$ cat src/hdl/frx_pkg.sv
// ----------------------------------------------------------------------------
// frx_pkg
// Shared types and constants of the trailer length / XOR checksum deframer.
// ----------------------------------------------------------------------------
package frx_pkg;

    localparam logic [7:0] END_CODE_RESET = 8'd10;

    // distance back from the write position to the length byte
    localparam int LEN_BACK = 3;

    localparam int JQ_DEPTH = 2;
    localparam int OQ_DEPTH = 4;

    typedef struct packed {
        logic [7:0] payload_byte;
        logic [5:0] byte_position;
        logic [5:0] frame_length;
        logic       last;
    } t_result;

    typedef struct packed {
        logic valid;
        logic pass;
    } t_chk_done;

endpackage

$ cat src/hdl/frx_fifo.sv
// ----------------------------------------------------------------------------
// frx_fifo
// Small register-based queue with a count output.
// ----------------------------------------------------------------------------
module frx_fifo #(
    parameter  int WIDTH = 8,
    parameter  int DEPTH = 2,
    localparam int PW    = $clog2(DEPTH),
    localparam int CW    = $clog2(DEPTH + 1)
) (
    input  logic             i_clk,
    input  logic             i_rst_n,
    input  logic             i_push,
    input  logic [WIDTH-1:0] i_data,
    output logic             o_full,
    input  logic             i_pop,
    output logic             o_empty,
    output logic [WIDTH-1:0] o_data,
    output logic [CW-1:0]    o_count
);

    logic [WIDTH-1:0] r_mem [DEPTH];
    logic [PW-1:0]    r_wr_ptr;
    logic [PW-1:0]    r_rd_ptr;
    logic [CW-1:0]    r_count;
    logic             do_push;
    logic             do_pop;

    function automatic logic [PW-1:0] ptr_inc(input logic [PW-1:0] p);
        return (p == PW'(DEPTH - 1)) ? '0 : p + PW'(1);
    endfunction

    assign o_full  = (r_count == CW'(DEPTH));
    assign o_empty = (r_count == '0);
    assign o_data  = r_mem[r_rd_ptr];
    assign o_count = r_count;
    assign do_push = i_push && !o_full;
    assign do_pop  = i_pop && !o_empty;

    always_ff @(posedge i_clk) begin
        if (do_push) begin
            r_mem[r_wr_ptr] <= i_data;
        end
    end

    always_ff @(posedge i_clk) begin
        if (!i_rst_n) begin
            r_wr_ptr <= '0;
            r_rd_ptr <= '0;
            r_count  <= '0;
        end else begin
            if (do_push) begin
                r_wr_ptr <= ptr_inc(r_wr_ptr);
            end
            if (do_pop) begin
                r_rd_ptr <= ptr_inc(r_rd_ptr);
            end
            if (do_push && !do_pop) begin
                r_count <= r_count + CW'(1);
            end else if (do_pop && !do_push) begin
                r_count <= r_count - CW'(1);
            end
        end
    end

endmodule

$ cat src/hdl/frx_front.sv
// ----------------------------------------------------------------------------
// frx_front
// Byte intake: ring write position, byte count, end code match, check jobs.
// ----------------------------------------------------------------------------
module frx_front import frx_pkg::*; #(
    parameter  int RING_DEPTH = 128,
    localparam int AW         = $clog2(RING_DEPTH)
) (
    input  logic          i_clk,
    input  logic          i_rst_n,
    input  logic          i_push,
    input  logic [7:0]    i_rx_byte,
    output logic          o_full,
    input  logic          i_cfg_we,
    input  logic [7:0]    i_cfg_wdata,
    output logic          o_wr_en,
    output logic [AW-1:0] o_wr_addr,
    output logic [7:0]    o_wr_data,
    output logic          o_job_push,
    output logic [AW-1:0] o_job_wp,
    input  t_chk_done     i_done
);

    logic [7:0]    r_end_code;
    logic [AW-1:0] r_wp;
    logic [AW-1:0] r_cnt;
    logic          r_busy;
    logic          accept;
    logic          ring_full;
    logic [AW-1:0] wp_inc;

    assign accept     = i_push && !r_busy;
    assign ring_full  = (r_cnt == AW'(RING_DEPTH - 1));
    assign wp_inc     = (r_wp == AW'(RING_DEPTH - 1)) ? '0 : r_wp + AW'(1);

    assign o_full     = r_busy;
    assign o_wr_en    = accept;
    assign o_wr_addr  = r_wp;
    assign o_wr_data  = i_rx_byte;
    assign o_job_push = accept && !ring_full && (i_rx_byte == r_end_code);
    assign o_job_wp   = wp_inc;

    always_ff @(posedge i_clk) begin
        if (!i_rst_n) begin
            r_end_code <= END_CODE_RESET;
            r_wp       <= '0;
            r_cnt      <= '0;
            r_busy     <= 1'b0;
        end else begin
            if (i_cfg_we) begin
                r_end_code <= i_cfg_wdata;
            end
            if (accept) begin
                if (ring_full) begin
                    r_wp  <= '0;
                    r_cnt <= '0;
                end else begin
                    r_wp  <= wp_inc;
                    r_cnt <= r_cnt + AW'(1);
                end
            end
            if (o_job_push) begin
                r_busy <= 1'b1;
            end else if (i_done.valid) begin
                r_busy <= 1'b0;
                if (i_done.pass) begin
                    r_cnt <= '0;
                end
            end
        end
    end

endmodule

$ cat src/hdl/frx_back.sv
// ----------------------------------------------------------------------------
// frx_back
// Ring store and frame checker: reads length, walks the checksum, then
// streams the payload bytes (or one empty last item) into the result queue.
// ----------------------------------------------------------------------------
module frx_back import frx_pkg::*; #(
    parameter  int RING_DEPTH   = 128,
    parameter  int LENGTH_LIMIT = 64,
    localparam int AW           = $clog2(RING_DEPTH),
    localparam int OCW          = $clog2(OQ_DEPTH + 1)
) (
    input  logic           i_clk,
    input  logic           i_rst_n,
    input  logic           i_wr_en,
    input  logic [AW-1:0]  i_wr_addr,
    input  logic [7:0]     i_wr_data,
    input  logic           i_job_valid,
    input  logic [AW-1:0]  i_job_wp,
    output logic           o_job_pop,
    output logic           o_res_push,
    output t_result        o_res,
    input  logic [OCW-1:0] i_oq_count,
    input  logic           i_oq_full,
    output t_chk_done      o_done
);

    localparam logic [2:0] S_IDLE  = 3'd0;
    localparam logic [2:0] S_LEN   = 3'd1;
    localparam logic [2:0] S_LENW  = 3'd2;
    localparam logic [2:0] S_CHECK = 3'd3;
    localparam logic [2:0] S_EMIT  = 3'd4;
    localparam logic [2:0] S_EMPTY = 3'd5;

    localparam logic [AW:0] DEPTH_X = (AW + 1)'(RING_DEPTH);

    logic [7:0]    r_ring [RING_DEPTH];
    logic [AW:0]   r_hwm;
    logic [7:0]    r_mem_q;
    logic          r_rd_ok;
    logic          r_rd_v;

    logic [2:0]    r_state;
    logic [AW-1:0] r_lp;
    logic [AW-1:0] r_start;
    logic [AW-1:0] r_ptr;
    logic [5:0]    r_len;
    logic [6:0]    r_iss;
    logic [6:0]    r_got;
    logic [7:0]    r_sum;

    logic          rd_en;
    logic [AW-1:0] rd_addr;
    logic [7:0]    rdata;
    logic [AW-1:0] start_calc;
    logic [OCW:0]  oq_load;
    logic          len_bad;
    logic          chk_final;
    logic          emit_last;

    function automatic logic [AW-1:0] ring_sub(input logic [AW-1:0] a, input logic [6:0] d);
        logic [AW:0] ax;
        logic [AW:0] dx;
        ax = {1'b0, a};
        dx = (AW + 1)'(d);
        return (ax >= dx) ? AW'(ax - dx) : AW'(ax + DEPTH_X - dx);
    endfunction

    function automatic logic [AW-1:0] ring_inc(input logic [AW-1:0] p);
        return (p == AW'(RING_DEPTH - 1)) ? '0 : p + AW'(1);
    endfunction

    // ring store: entries past the high-water mark were never written and read 0
    always_ff @(posedge i_clk) begin
        if (i_wr_en) begin
            r_ring[i_wr_addr] <= i_wr_data;
        end
        if (rd_en) begin
            r_mem_q <= r_ring[rd_addr];
            r_rd_ok <= ({1'b0, rd_addr} < r_hwm);
        end
    end

    assign rdata      = r_rd_ok ? r_mem_q : 8'd0;
    assign start_calc = ring_sub(r_lp, {1'b0, rdata[5:0]});
    assign oq_load    = {1'b0, i_oq_count} + (OCW + 1)'(r_rd_v);
    assign len_bad    = (rdata >= 8'(LENGTH_LIMIT));
    assign chk_final  = (r_got == ({1'b0, r_len} + 7'd1));
    assign emit_last  = ((r_got + 7'd1) == {1'b0, r_len});

    always_comb begin
        rd_en       = 1'b0;
        rd_addr     = r_ptr;
        o_job_pop   = 1'b0;
        o_res_push  = 1'b0;
        o_res       = '0;
        o_done      = '0;
        unique case (r_state)
            S_IDLE: begin
                o_job_pop = i_job_valid;
            end
            S_LEN: begin
                rd_en   = 1'b1;
                rd_addr = r_lp;
            end
            S_LENW: begin
                if (len_bad) begin
                    o_done.valid = 1'b1;
                end
            end
            S_CHECK: begin
                rd_en = (r_iss != ({1'b0, r_len} + 7'd2));
                if (r_rd_v && chk_final) begin
                    if (rdata != r_sum) begin
                        o_done.valid = 1'b1;
                    end
                end
            end
            S_EMIT: begin
                rd_en = (r_iss != {1'b0, r_len}) && (oq_load < (OCW + 1)'(OQ_DEPTH));
                if (r_rd_v) begin
                    o_res_push          = 1'b1;
                    o_res.payload_byte  = rdata;
                    o_res.byte_position = r_got[5:0];
                    o_res.frame_length  = r_len;
                    o_res.last          = emit_last;
                    if (emit_last) begin
                        o_done.valid = 1'b1;
                        o_done.pass  = 1'b1;
                    end
                end
            end
            S_EMPTY: begin
                if (!i_oq_full) begin
                    o_res_push   = 1'b1;
                    o_res.last   = 1'b1;
                    o_done.valid = 1'b1;
                    o_done.pass  = 1'b1;
                end
            end
            default: begin
            end
        endcase
    end

    always_ff @(posedge i_clk) begin
        if (!i_rst_n) begin
            r_state <= S_IDLE;
            r_hwm   <= '0;
            r_rd_v  <= 1'b0;
        end else begin
            r_rd_v <= rd_en;
            if (i_wr_en && ({1'b0, i_wr_addr} >= r_hwm)) begin
                r_hwm <= {1'b0, i_wr_addr} + (AW + 1)'(1);
            end
            unique case (r_state)
                S_IDLE: begin
                    if (i_job_valid) begin
                        r_lp    <= ring_sub(i_job_wp, 7'(LEN_BACK));
                        r_state <= S_LEN;
                    end
                end
                S_LEN: begin
                    r_state <= S_LENW;
                end
                S_LENW: begin
                    if (len_bad) begin
                        r_state <= S_IDLE;
                    end else begin
                        r_len   <= rdata[5:0];
                        r_start <= start_calc;
                        r_ptr   <= start_calc;
                        r_iss   <= '0;
                        r_got   <= '0;
                        r_sum   <= '0;
                        r_state <= S_CHECK;
                    end
                end
                S_CHECK: begin
                    if (rd_en) begin
                        r_ptr <= ring_inc(r_ptr);
                        r_iss <= r_iss + 7'd1;
                    end
                    if (r_rd_v) begin
                        if (chk_final) begin
                            if (rdata != r_sum) begin
                                r_state <= S_IDLE;
                            end else if (r_len == '0) begin
                                r_state <= S_EMPTY;
                            end else begin
                                r_ptr   <= r_start;
                                r_iss   <= '0;
                                r_got   <= '0;
                                r_state <= S_EMIT;
                            end
                        end else begin
                            r_sum <= r_sum ^ rdata;
                            r_got <= r_got + 7'd1;
                        end
                    end
                end
                S_EMIT: begin
                    if (rd_en) begin
                        r_ptr <= ring_inc(r_ptr);
                        r_iss <= r_iss + 7'd1;
                    end
                    if (r_rd_v) begin
                        r_got <= r_got + 7'd1;
                        if (emit_last) begin
                            r_state <= S_IDLE;
                        end
                    end
                end
                S_EMPTY: begin
                    if (!i_oq_full) begin
                        r_state <= S_IDLE;
                    end
                end
                default: begin
                    r_state <= S_IDLE;
                end
            endcase
        end
    end

endmodule

$ cat src/hdl/xor_length_frame_receiver_unit.sv
// ----------------------------------------------------------------------------
// xor_length_frame_receiver_unit
// Deframer for payload / length / XOR / end-code frames held in a byte ring.
// ----------------------------------------------------------------------------
// Input: one received byte per item, accepted when push is high and full low.
// Output: one payload byte per item with its position, frame length and a
//   last flag; the head item is valid while empty is low and taken on pop.
// Config: i_cfg_we writes the end code (10 after reset) with no wait.
// An item that is not the end code, or that fills the ring, is taken and
//   full stays low.
// An end code holds full high while the frame is checked: the length is
//   fetched, then the XOR is walked over the ring read port, then the
//   payload is streamed, one ring read per result.
// Results sit in a 4-entry queue; when the receiver stalls, the payload walk
//   pauses and full stays high until the last result is queued.
// Reset clears all control state; ring entries never written read as zero.
// ----------------------------------------------------------------------------
module xor_length_frame_receiver_unit import frx_pkg::*; #(
    parameter int RING_DEPTH   = 128,
    parameter int LENGTH_LIMIT = 64
) (
    input  logic       i_clk,
    input  logic       i_rst_n,
    input  logic       push,
    input  logic [7:0] i_rx_byte,
    output logic       full,
    input  logic       i_cfg_we,
    input  logic [7:0] i_cfg_wdata,
    output logic [7:0] o_payload_byte,
    output logic [5:0] o_byte_position,
    output logic [5:0] o_frame_length,
    output logic       o_last,
    output logic       empty,
    input  logic       pop
);

    localparam int AW  = $clog2(RING_DEPTH);
    localparam int OCW = $clog2(OQ_DEPTH + 1);

    logic          wr_en;
    logic [AW-1:0] wr_addr;
    logic [7:0]    wr_data;
    logic          job_push;
    logic [AW-1:0] job_wp;
    logic          job_empty;
    logic          job_pop;
    logic [AW-1:0] job_head;
    t_chk_done     done;
    logic          res_push;
    t_result       res_in;
    t_result       res_out;
    logic [OCW-1:0] oq_count;
    logic          oq_full;

    frx_front #(
        .RING_DEPTH (RING_DEPTH)
    ) u_front (
        .i_clk       (i_clk),
        .i_rst_n     (i_rst_n),
        .i_push      (push),
        .i_rx_byte   (i_rx_byte),
        .o_full      (full),
        .i_cfg_we    (i_cfg_we),
        .i_cfg_wdata (i_cfg_wdata),
        .o_wr_en     (wr_en),
        .o_wr_addr   (wr_addr),
        .o_wr_data   (wr_data),
        .o_job_push  (job_push),
        .o_job_wp    (job_wp),
        .i_done      (done)
    );

    frx_fifo #(
        .WIDTH (AW),
        .DEPTH (JQ_DEPTH)
    ) u_jobq (
        .i_clk   (i_clk),
        .i_rst_n (i_rst_n),
        .i_push  (job_push),
        .i_data  (job_wp),
        .o_full  (),
        .i_pop   (job_pop),
        .o_empty (job_empty),
        .o_data  (job_head),
        .o_count ()
    );

    frx_back #(
        .RING_DEPTH   (RING_DEPTH),
        .LENGTH_LIMIT (LENGTH_LIMIT)
    ) u_back (
        .i_clk       (i_clk),
        .i_rst_n     (i_rst_n),
        .i_wr_en     (wr_en),
        .i_wr_addr   (wr_addr),
        .i_wr_data   (wr_data),
        .i_job_valid (!job_empty),
        .i_job_wp    (job_head),
        .o_job_pop   (job_pop),
        .o_res_push  (res_push),
        .o_res       (res_in),
        .i_oq_count  (oq_count),
        .i_oq_full   (oq_full),
        .o_done      (done)
    );

    frx_fifo #(
        .WIDTH ($bits(t_result)),
        .DEPTH (OQ_DEPTH)
    ) u_outq (
        .i_clk   (i_clk),
        .i_rst_n (i_rst_n),
        .i_push  (res_push),
        .i_data  (res_in),
        .o_full  (oq_full),
        .i_pop   (pop),
        .o_empty (empty),
        .o_data  (res_out),
        .o_count (oq_count)
    );

    assign o_payload_byte  = res_out.payload_byte;
    assign o_byte_position = res_out.byte_position;
    assign o_frame_length  = res_out.frame_length;
    assign o_last          = res_out.last;

endmodule

$ cat config.mk
export PLATFORM = sky130hd
export DESIGN_NAME = xor_length_frame_receiver_unit
export DESIGN_NICKNAME = d
export VERILOG_FILES = /design/src/hdl/frx_pkg.sv /design/src/hdl/frx_fifo.sv /design/src/hdl/frx_front.sv /design/src/hdl/frx_back.sv /design/src/hdl/xor_length_frame_receiver_unit.sv
export SDC_FILE = /design/constraint.sdc
export NUM_CORES = 2
export LEC_CHECK = 0
export BUFFER_PORTS_ARGS = -buffer_cell sky130_fd_sc_hd__buf_2
export CORE_MARGIN = 2
export CORE_UTILIZATION = 30
export CTS_CLUSTER_DIAMETER = 50
export DETAILED_ROUTE_END_ITERATION = 16
export GPL_ROUTABILITY_DRIVEN = 0
export PLACE_DENSITY = 0.46
export SLEW_MARGIN = 20
export SYNTH_ARGS = -nofsm -noshare
export SYNTH_HDL_FRONTEND = slang
export SYNTH_SLANG_ARGS = --single-unit
$ cat constraint.sdc
create_clock -name i_clk -period 3.8 [get_ports i_clk]
set_input_delay 0.19 -clock i_clk [delete_from_list [all_inputs] [get_ports i_clk]]
set_output_delay 0.19 -clock i_clk [all_outputs]
set_load 0.03 [all_outputs]
==> Word-level counts from Yosys, hierarchy flattened <==
Memories as Yosys holds them, arrays and structs flattened. A register that Yosys moved wholly into a read port is not among the register bits.
Cells that the tools add are included.
{ "word_totals": {"register_bits": 96, "ram_bits": 1122, "out_inout_bits": 23, "memories": 3} }
{ "mem_list": {"columns": ["memory", "depth", "width", "rd", "rd_clocked_by_memory_dff", "wr", "line", "source"], "rows": [
  ["u_back.r_ring", 128, 8, 1, 1, 1, "frx_back.sv:36", "logic [7:0] r_ring [RING_DEPTH];"],
  ["u_outq.r_mem", 4, 21, 1, 1, 1, "frx_fifo.sv:22", "logic [WIDTH-1:0] r_mem [DEPTH];"],
  ["u_jobq.r_mem", 2, 7, 1, 1, 1, "frx_fifo.sv:22", null]
]} }
{ "op_classes": {"add_sub_neg": 23, "magnitude_cmp": 6, "eq_ne": 28, "muxes": 82, "bitwise": 3, "n_reduce_logical": 39} }
{ "ops": {"columns": ["op", "count"], "rows": [
  ["2-to-1 mux 7 bit", 28],
  ["case mux 7 bit (3 select lines)", 3],
  ["adder 7 x 1 -> 7 bit, second input constant", 7],
  ["2-to-1 mux 8 bit", 4],
  ["2-to-1 mux 3 bit", 9],
  ["equality test 7 bit, second input constant", 3],
  ["2-to-1 mux 21 bit", 1],
  ["2-to-1 mux 2 bit", 10],
  ["2-to-1 mux 20 bit", 1],
  ["2-to-1 mux 1 bit", 19],
  ["case mux 3 bit (6 select lines)", 1],
  ["case mux 8 bit (2 select lines)", 1],
  ["logical AND 1 bit", 14],
  ["subtractor 7 x 2 -> 7 bit, second input constant", 2],
  ["subtractor 7 x 6 -> 7 bit", 2],
  ["logical NOT 1 bit", 10],
  ["equality test 3 bit, second input constant", 3],
  ["AND reduction 3 bit", 3],
  ["adder 7 x 1 -> 8 bit, second input constant", 1],
  ["equality test 8 bit", 1],
  ["greater-or-equal comparator 7 x 8 -> 1 bit", 1],
  ["greater-or-equal comparator 8 x 7 -> 1 bit, second input constant", 1],
  ["< comparator 7 x 8 -> 1 bit", 1],
  ["!= test 2 x 1 -> 1 bit, second input constant", 4],
  ["other kinds (34)", 51]
]} }

==> Longest topological paths before layout <==
{ "depth": {"word_depth": 10, "mapped_depth": 15} }

==> Hierarchy <==
A second synthesis with hierarchy kept.
{ "unflattened": {"cells_unflattened": 3764, "area_unflattened_um2": 51239.1} }
{ "modules_own_cells": {"columns": ["module", "instances", "cells_per_inst", "area_each_um2", "seq_area_each_um2"], "rows": [
  ["frx_back", 1, 3415, 45657.5, 32731.4],
  ["frx_fifo at u_outq", 1, 160, 3532.1, 2702.6],
  ["frx_front", 1, 141, 1307.5, 460.4],
  ["frx_fifo at u_jobq", 1, 47, 738.2, 520.5],
  ["xor_length_frame_receiver_unit", 1, 1, 3.8, 0.0]
]} }

==> Least setup slack after synthesis <==
Ideal clock, no wire load.
{ "synth_path": {"path_type": "flip-flop to flip-flop", "startpoint": "register u_back.r_state[1]", "endpoint": "register u_back.r_rd_ok, data pin", "setup_time_ps": 260, "t_arrival_ps": 2656, "setup_slack_ps": 885, "path_stages_with_launch": 16, "path_buffers": 5, "synth_period_minus_slack_ps": 2915, "cell_sequence": "dfxtp_1 > buf_6 > or3b_1 > buf_2 > a21oi_1 > inv_2 > buf_2 > buf_2 > buf_2 > ha_1 > a21boi_0 > o21ai_0 > nand2b_1 > a211oi_1 > o31ai_1 > nand2b_1"} }
{ "synth_via": {"elab_chain_cells": 3} }
{ "synth_rtl": {"columns": ["element", "line", "source"], "rows": [
  ["start: declaration", "frx_back.sv:42", "logic [2:0] r_state;"],
  ["start signal: assignment", "frx_back.sv:147", "r_state <= S_IDLE;"],
  ["start signal: assignment", "frx_back.sv:159", "r_state <= S_LEN;"],
  ["start signal: assignment", "frx_back.sv:163", "r_state <= S_LENW;"],
  ["equality test 3 x 1 -> 1 bit", "frx_back.sv:97", "unique case (r_state)"],
  ["2-to-1 mux 7 bit", "frx_back.sv:97", null],
  ["< comparator 7 x 8 -> 1 bit", "frx_back.sv:79", "r_rd_ok <= ({1'b0, rd_addr} < r_hwm);"],
  ["end signal: assignment", "frx_back.sv:79", null],
  ["end: declaration", "frx_back.sv:39", "logic r_rd_ok;"]
]} }
Every way passes these cells.
A chain may end at the register's enable or synchronous reset.

==> Final worst setup path <==
{ "layout_path": {"startpoint": "register u_back.r_state[0]", "endpoint": "register u_back.r_mem_q[4] (read register of u_back.r_ring), data pin"} }
{ "layout_via": {"elab_chain_cells": 2} }
{ "layout_rtl": {"columns": ["element", "line", "source"], "rows": [
  ["equality test 3 bit, or another cell as far along", "frx_back.sv:97", null],
  ["case mux 1 bit (3 select lines) / 2-to-1 mux 7 bit (equally long branches)", "frx_back.sv:97", null],
  ["end: declaration", "frx_back.sv:38", "logic [7:0] r_mem_q;"]
]} }
Parallel ways exist; a longest one is shown, timed or not.

==> run metrics <==
outcome finished, final reports clean; share of the synthesized area in the top cell type 0.698; simple-gate share of the synthesized area 0.132; commonest non-fill, non-tap cell in the layout edfxtp_1; via density per instance 5.03; mapped cell area 50700 um^2; Synthesis Warnings 0; R2R Setup Slk 60 ps; syn_area_per_cell 13.6 um^2; Post-synth EDFFs between 1000 and 1500; first-pass GRT wire length about 220000 um; slew at the pin with the worst max-slew slack 1050 ps; Fmax around 270 MHz; Reg-to-Reg Start u_back.r_state[0]; DRC Markers 0; Cell Rows 150; PD cells 664 nW/um^2; multi-input logic area around 13000 um^2; cells after synthesis 3723; critical path launch point type flip-flop; ys flop type edfxtp_1; Final Util 0.355; Post-CTS Setup Bufs 0; Root Driver clkbuf_16; WL final about 150000 um; clock tree buffer depth 3; CP max stage cell or3b_2; Yosys reg bits roughly 1200; worst-path fanout max 8; I/O pin count 44; Final Hold Violating Endpoints 0; Final Max Tran Viols 0; Max-cap violations 0; multiplexer share of the synthesized area 0.0489; initial antenna violation count 3; CTS tree done; Fin Clk Skew 42.0 ps; Fill cells 16100; post-synth top area cell edfxtp_1; Synth Area in Adders 0.00942; reg2reg path depth 11; Storage cell area 36400 um^2; DP HPWL ~96000 um; final antenna-violating net count 0; post-synthesis xor/xnor area fraction 0.0145; endpoint class of the critical path flip-flop; WS Path Type reg2reg; Inserted Clock Buffers around 150; Tot Pwr 39.5 mW; fin nets 3982; DR vias 31400; sequential area share after synthesis 0.718; largest family of logic cells by synthesized area simple AND/OR/NAND/NOR gates; critical path cell sequence or3b_2, buf_4, mux2i_4, buf_4, nor3_2, buf_4, o221ai_1, a31oi_1, nand3_1, nand4_1, nor3_2; setup tns final 0 ps; Crit. path cell count 11; Slew headroom 0.294; CTS H-tree lvls 4; Crit path buffers/inverters 3; vias in the first global route 31200; # port buffers 43; clk sinks roughly 1200; Die ar. between 150000 and 200000 um^2; Netlist cell types 66; Synth Area in Compound Gates 0.0519; Synth Net Count 3781; Crit path top cell by count buf_4; Critical R2R Capture u_back.r_mem_q[4]; drt wl/cell 24.5 um; Die X just over 400 um; worst IR drop on VDD 0.494 mV; clk_lat worst skew 800 ps; first drt pass iteration count 5; Leak 20.1 nW; Core ar. 168000 um^2; Area Growth Syn to Fin 17.3%; asr flop ratio synth 0; Worst Setup EP u_back.r_mem_q[4]; largest net degree at the start of global routing 85; RSZ-0062 raised after global routing false; DIE HEIGHT roughly 420 um; hold slack 48.0 ps; Final period util 0.984; critical path data arrival time 4290 ps; synth top area cells edfxtp_1 (70%), nand2_1 (5.5%), nand3_1 (3.8%), mux4_2 (2.4%), mux2i_1 (2.3%); Tmin final about 3700 ps; Total Routing Usage GR 0.175; Worst path max stage delay 650 ps; Starting Density 0.303; Crit path required time 4350 ps; worst hold path type in2reg; layout cells sized above 1 0.135; initial drt markers 2736; # setup viols final 0; crit path launch u_back.r_state[0]; CP delay by family, top simple AND/OR/NAND/NOR gates; Reg clk slew, reported paths ~60 ps; global route overflow 0; commonest cells after routing, fill and taps aside edfxtp_1 (1180), nand2_1 (740), nand3_1 (377)
## registers in the layout, indices dropped and copies added, names as in the netlist, 7 cells and up, named ones only
| register | flops |
|---|---|
| u_front.r_end_code | 8 |
| u_front.r_cnt | 7 |
| u_back.r_iss | 7 |
| u_back.r_sum | 8 |
| u_back.r_ring | 1024 |
| u_outq.r_mem | 84 |
| u_back.r_lp | 7 |
| u_front.o_wr_addr | 7 |
| u_back.r_mem_q | 8 |
| u_back.r_ptr | 7 |
| u_back.r_got | 7 |
| u_back.r_start | 7 |
| u_jobq.r_mem | 14 |
| u_back.r_hwm | 8 |
## kinds of logic (layout without fill, tap and decap cells)
kind of cell | after synthesis | count (layout)
other | 0 | 1
muxes | 177 | 178
adders and majority gates | 37 | 37
and+or+nand+nor | 1525 | 1525
DFF | 1229 | 1229
buffers and inverters | 280 | 596
AOI/OAI and AO/OA | 391 | 391
xor gates and xnor gates | 84 | 84
## worst register-to-register path, delay by kind of cell, from the launching register on
kind            cells  cell delay (ps)
mux                 1              190
flops               1              320
simple gates        5             1820
compound gates      2              470
buf+inv             3              710
## per-layer routing
layer | part of all wire | up-vias | track usage
met3 | 0.050 | 230 | 0.0281
met5 | 0.00022 | - | 0
met4 | 0.029 | 6 | 0.0582
met2 | 0.47 | 863 | 0.276
met1 | 0.45 | 16000 | 0.245
li1 | - | 14300 | -
## Yosys cell counts, types with 8 or more instances
cell	number
a22oi_1	10
nor3_2	8
buf_2	85
xnor2_1	39
buf_4	16
a221oi_1	8
a21oi_1	47
a32oi_1	8
nand3_1	381
nand2_1	740
o21ai_0	44
nand4_1	26
edfxtp_1	1180
and3_1	42
ha_1	35
dfxtp_1	49
nor3_1	21
o221ai_1	34
xor2_1	45
nor2_1	245
o22ai_1	14
nor2b_1	14
o21ai_1	14
a21o_1	8
inv_1	64
buf_6	13
a32o_1	8
mux2i_1	116
a31oi_1	98
nand2b_1	12
mux4_2	53
buf_1	14
clkbuf_1	83
a211oi_1	68
## area by class of cell
| type | instances | area share |
|---|---|---|
| tap | 2204 | 0.0463 |
| multi-input combinational | 2215 | 0.220 |
| clock buffer | 180 | 0.0651 |
| timing repair buffer | 260 | 0.0371 |
| sequential | 1229 | 0.612 |
| inverter | 69 | 0.00448 |
| antenna | 1 | 0.0000420 |
| clock inverter | 87 | 0.0147 |
## metrics by stage
| stage | worst slack, ps | instances | cell area (um^2) |
|---|---|---|---|
| after floorplan | 885 | 3723 | 50700 |
| after global placement | -153 | 5949 | 54400 |
| after detailed placement | -146 | 5949 | 54400 |
| after CTS | 30.2 | 6244 | 59500 |
| after global routing | 2.92 | 6244 | 59500 |
| final | 60.1 | 6245 | 59500 |
## how the worst min path moves through the flow
stage / from / endpoint / slack, ps / depth (start not counted)
6_report: i_rx_byte[7] / u_back.r_ring[43][7] / 50 / 2
5_1_grt: i_rx_byte[7] / u_back.r_ring[112][7] / 30 / 2
4_1_cts: i_rx_byte[7] / u_back.r_ring[112][7] / 30 / 2
3_5_place_dp: i_cfg_wdata[1] / u_front.r_end_code[1] / 420 / 3
3_3_place_gp: i_cfg_wdata[1] / u_front.r_end_code[1] / 410 / 3
2_1_floorplan: i_rst_n / u_front.r_end_code[1] / 250 / 1
## what timing repair did
action                                 CTS  global route
endpoints found under the hold margin   87             0
setup endpoints to repair                3             0
hold buffers                            27             0
gates resized for setup                  5             0
## report_power, final
| part | leakage [nW] | internal (mW) | switching, mW |
|---|---|---|---|
| Clock | 2.30 | 8.03 | 5.83 |
| Sequential | 11.1 | 15.2 | 0.364 |
| Combinational | 6.72 | 3.30 | 6.78 |
| Total | 20.1 | 26.6 | 13.0 |
(Power assumes the default switching activity.)
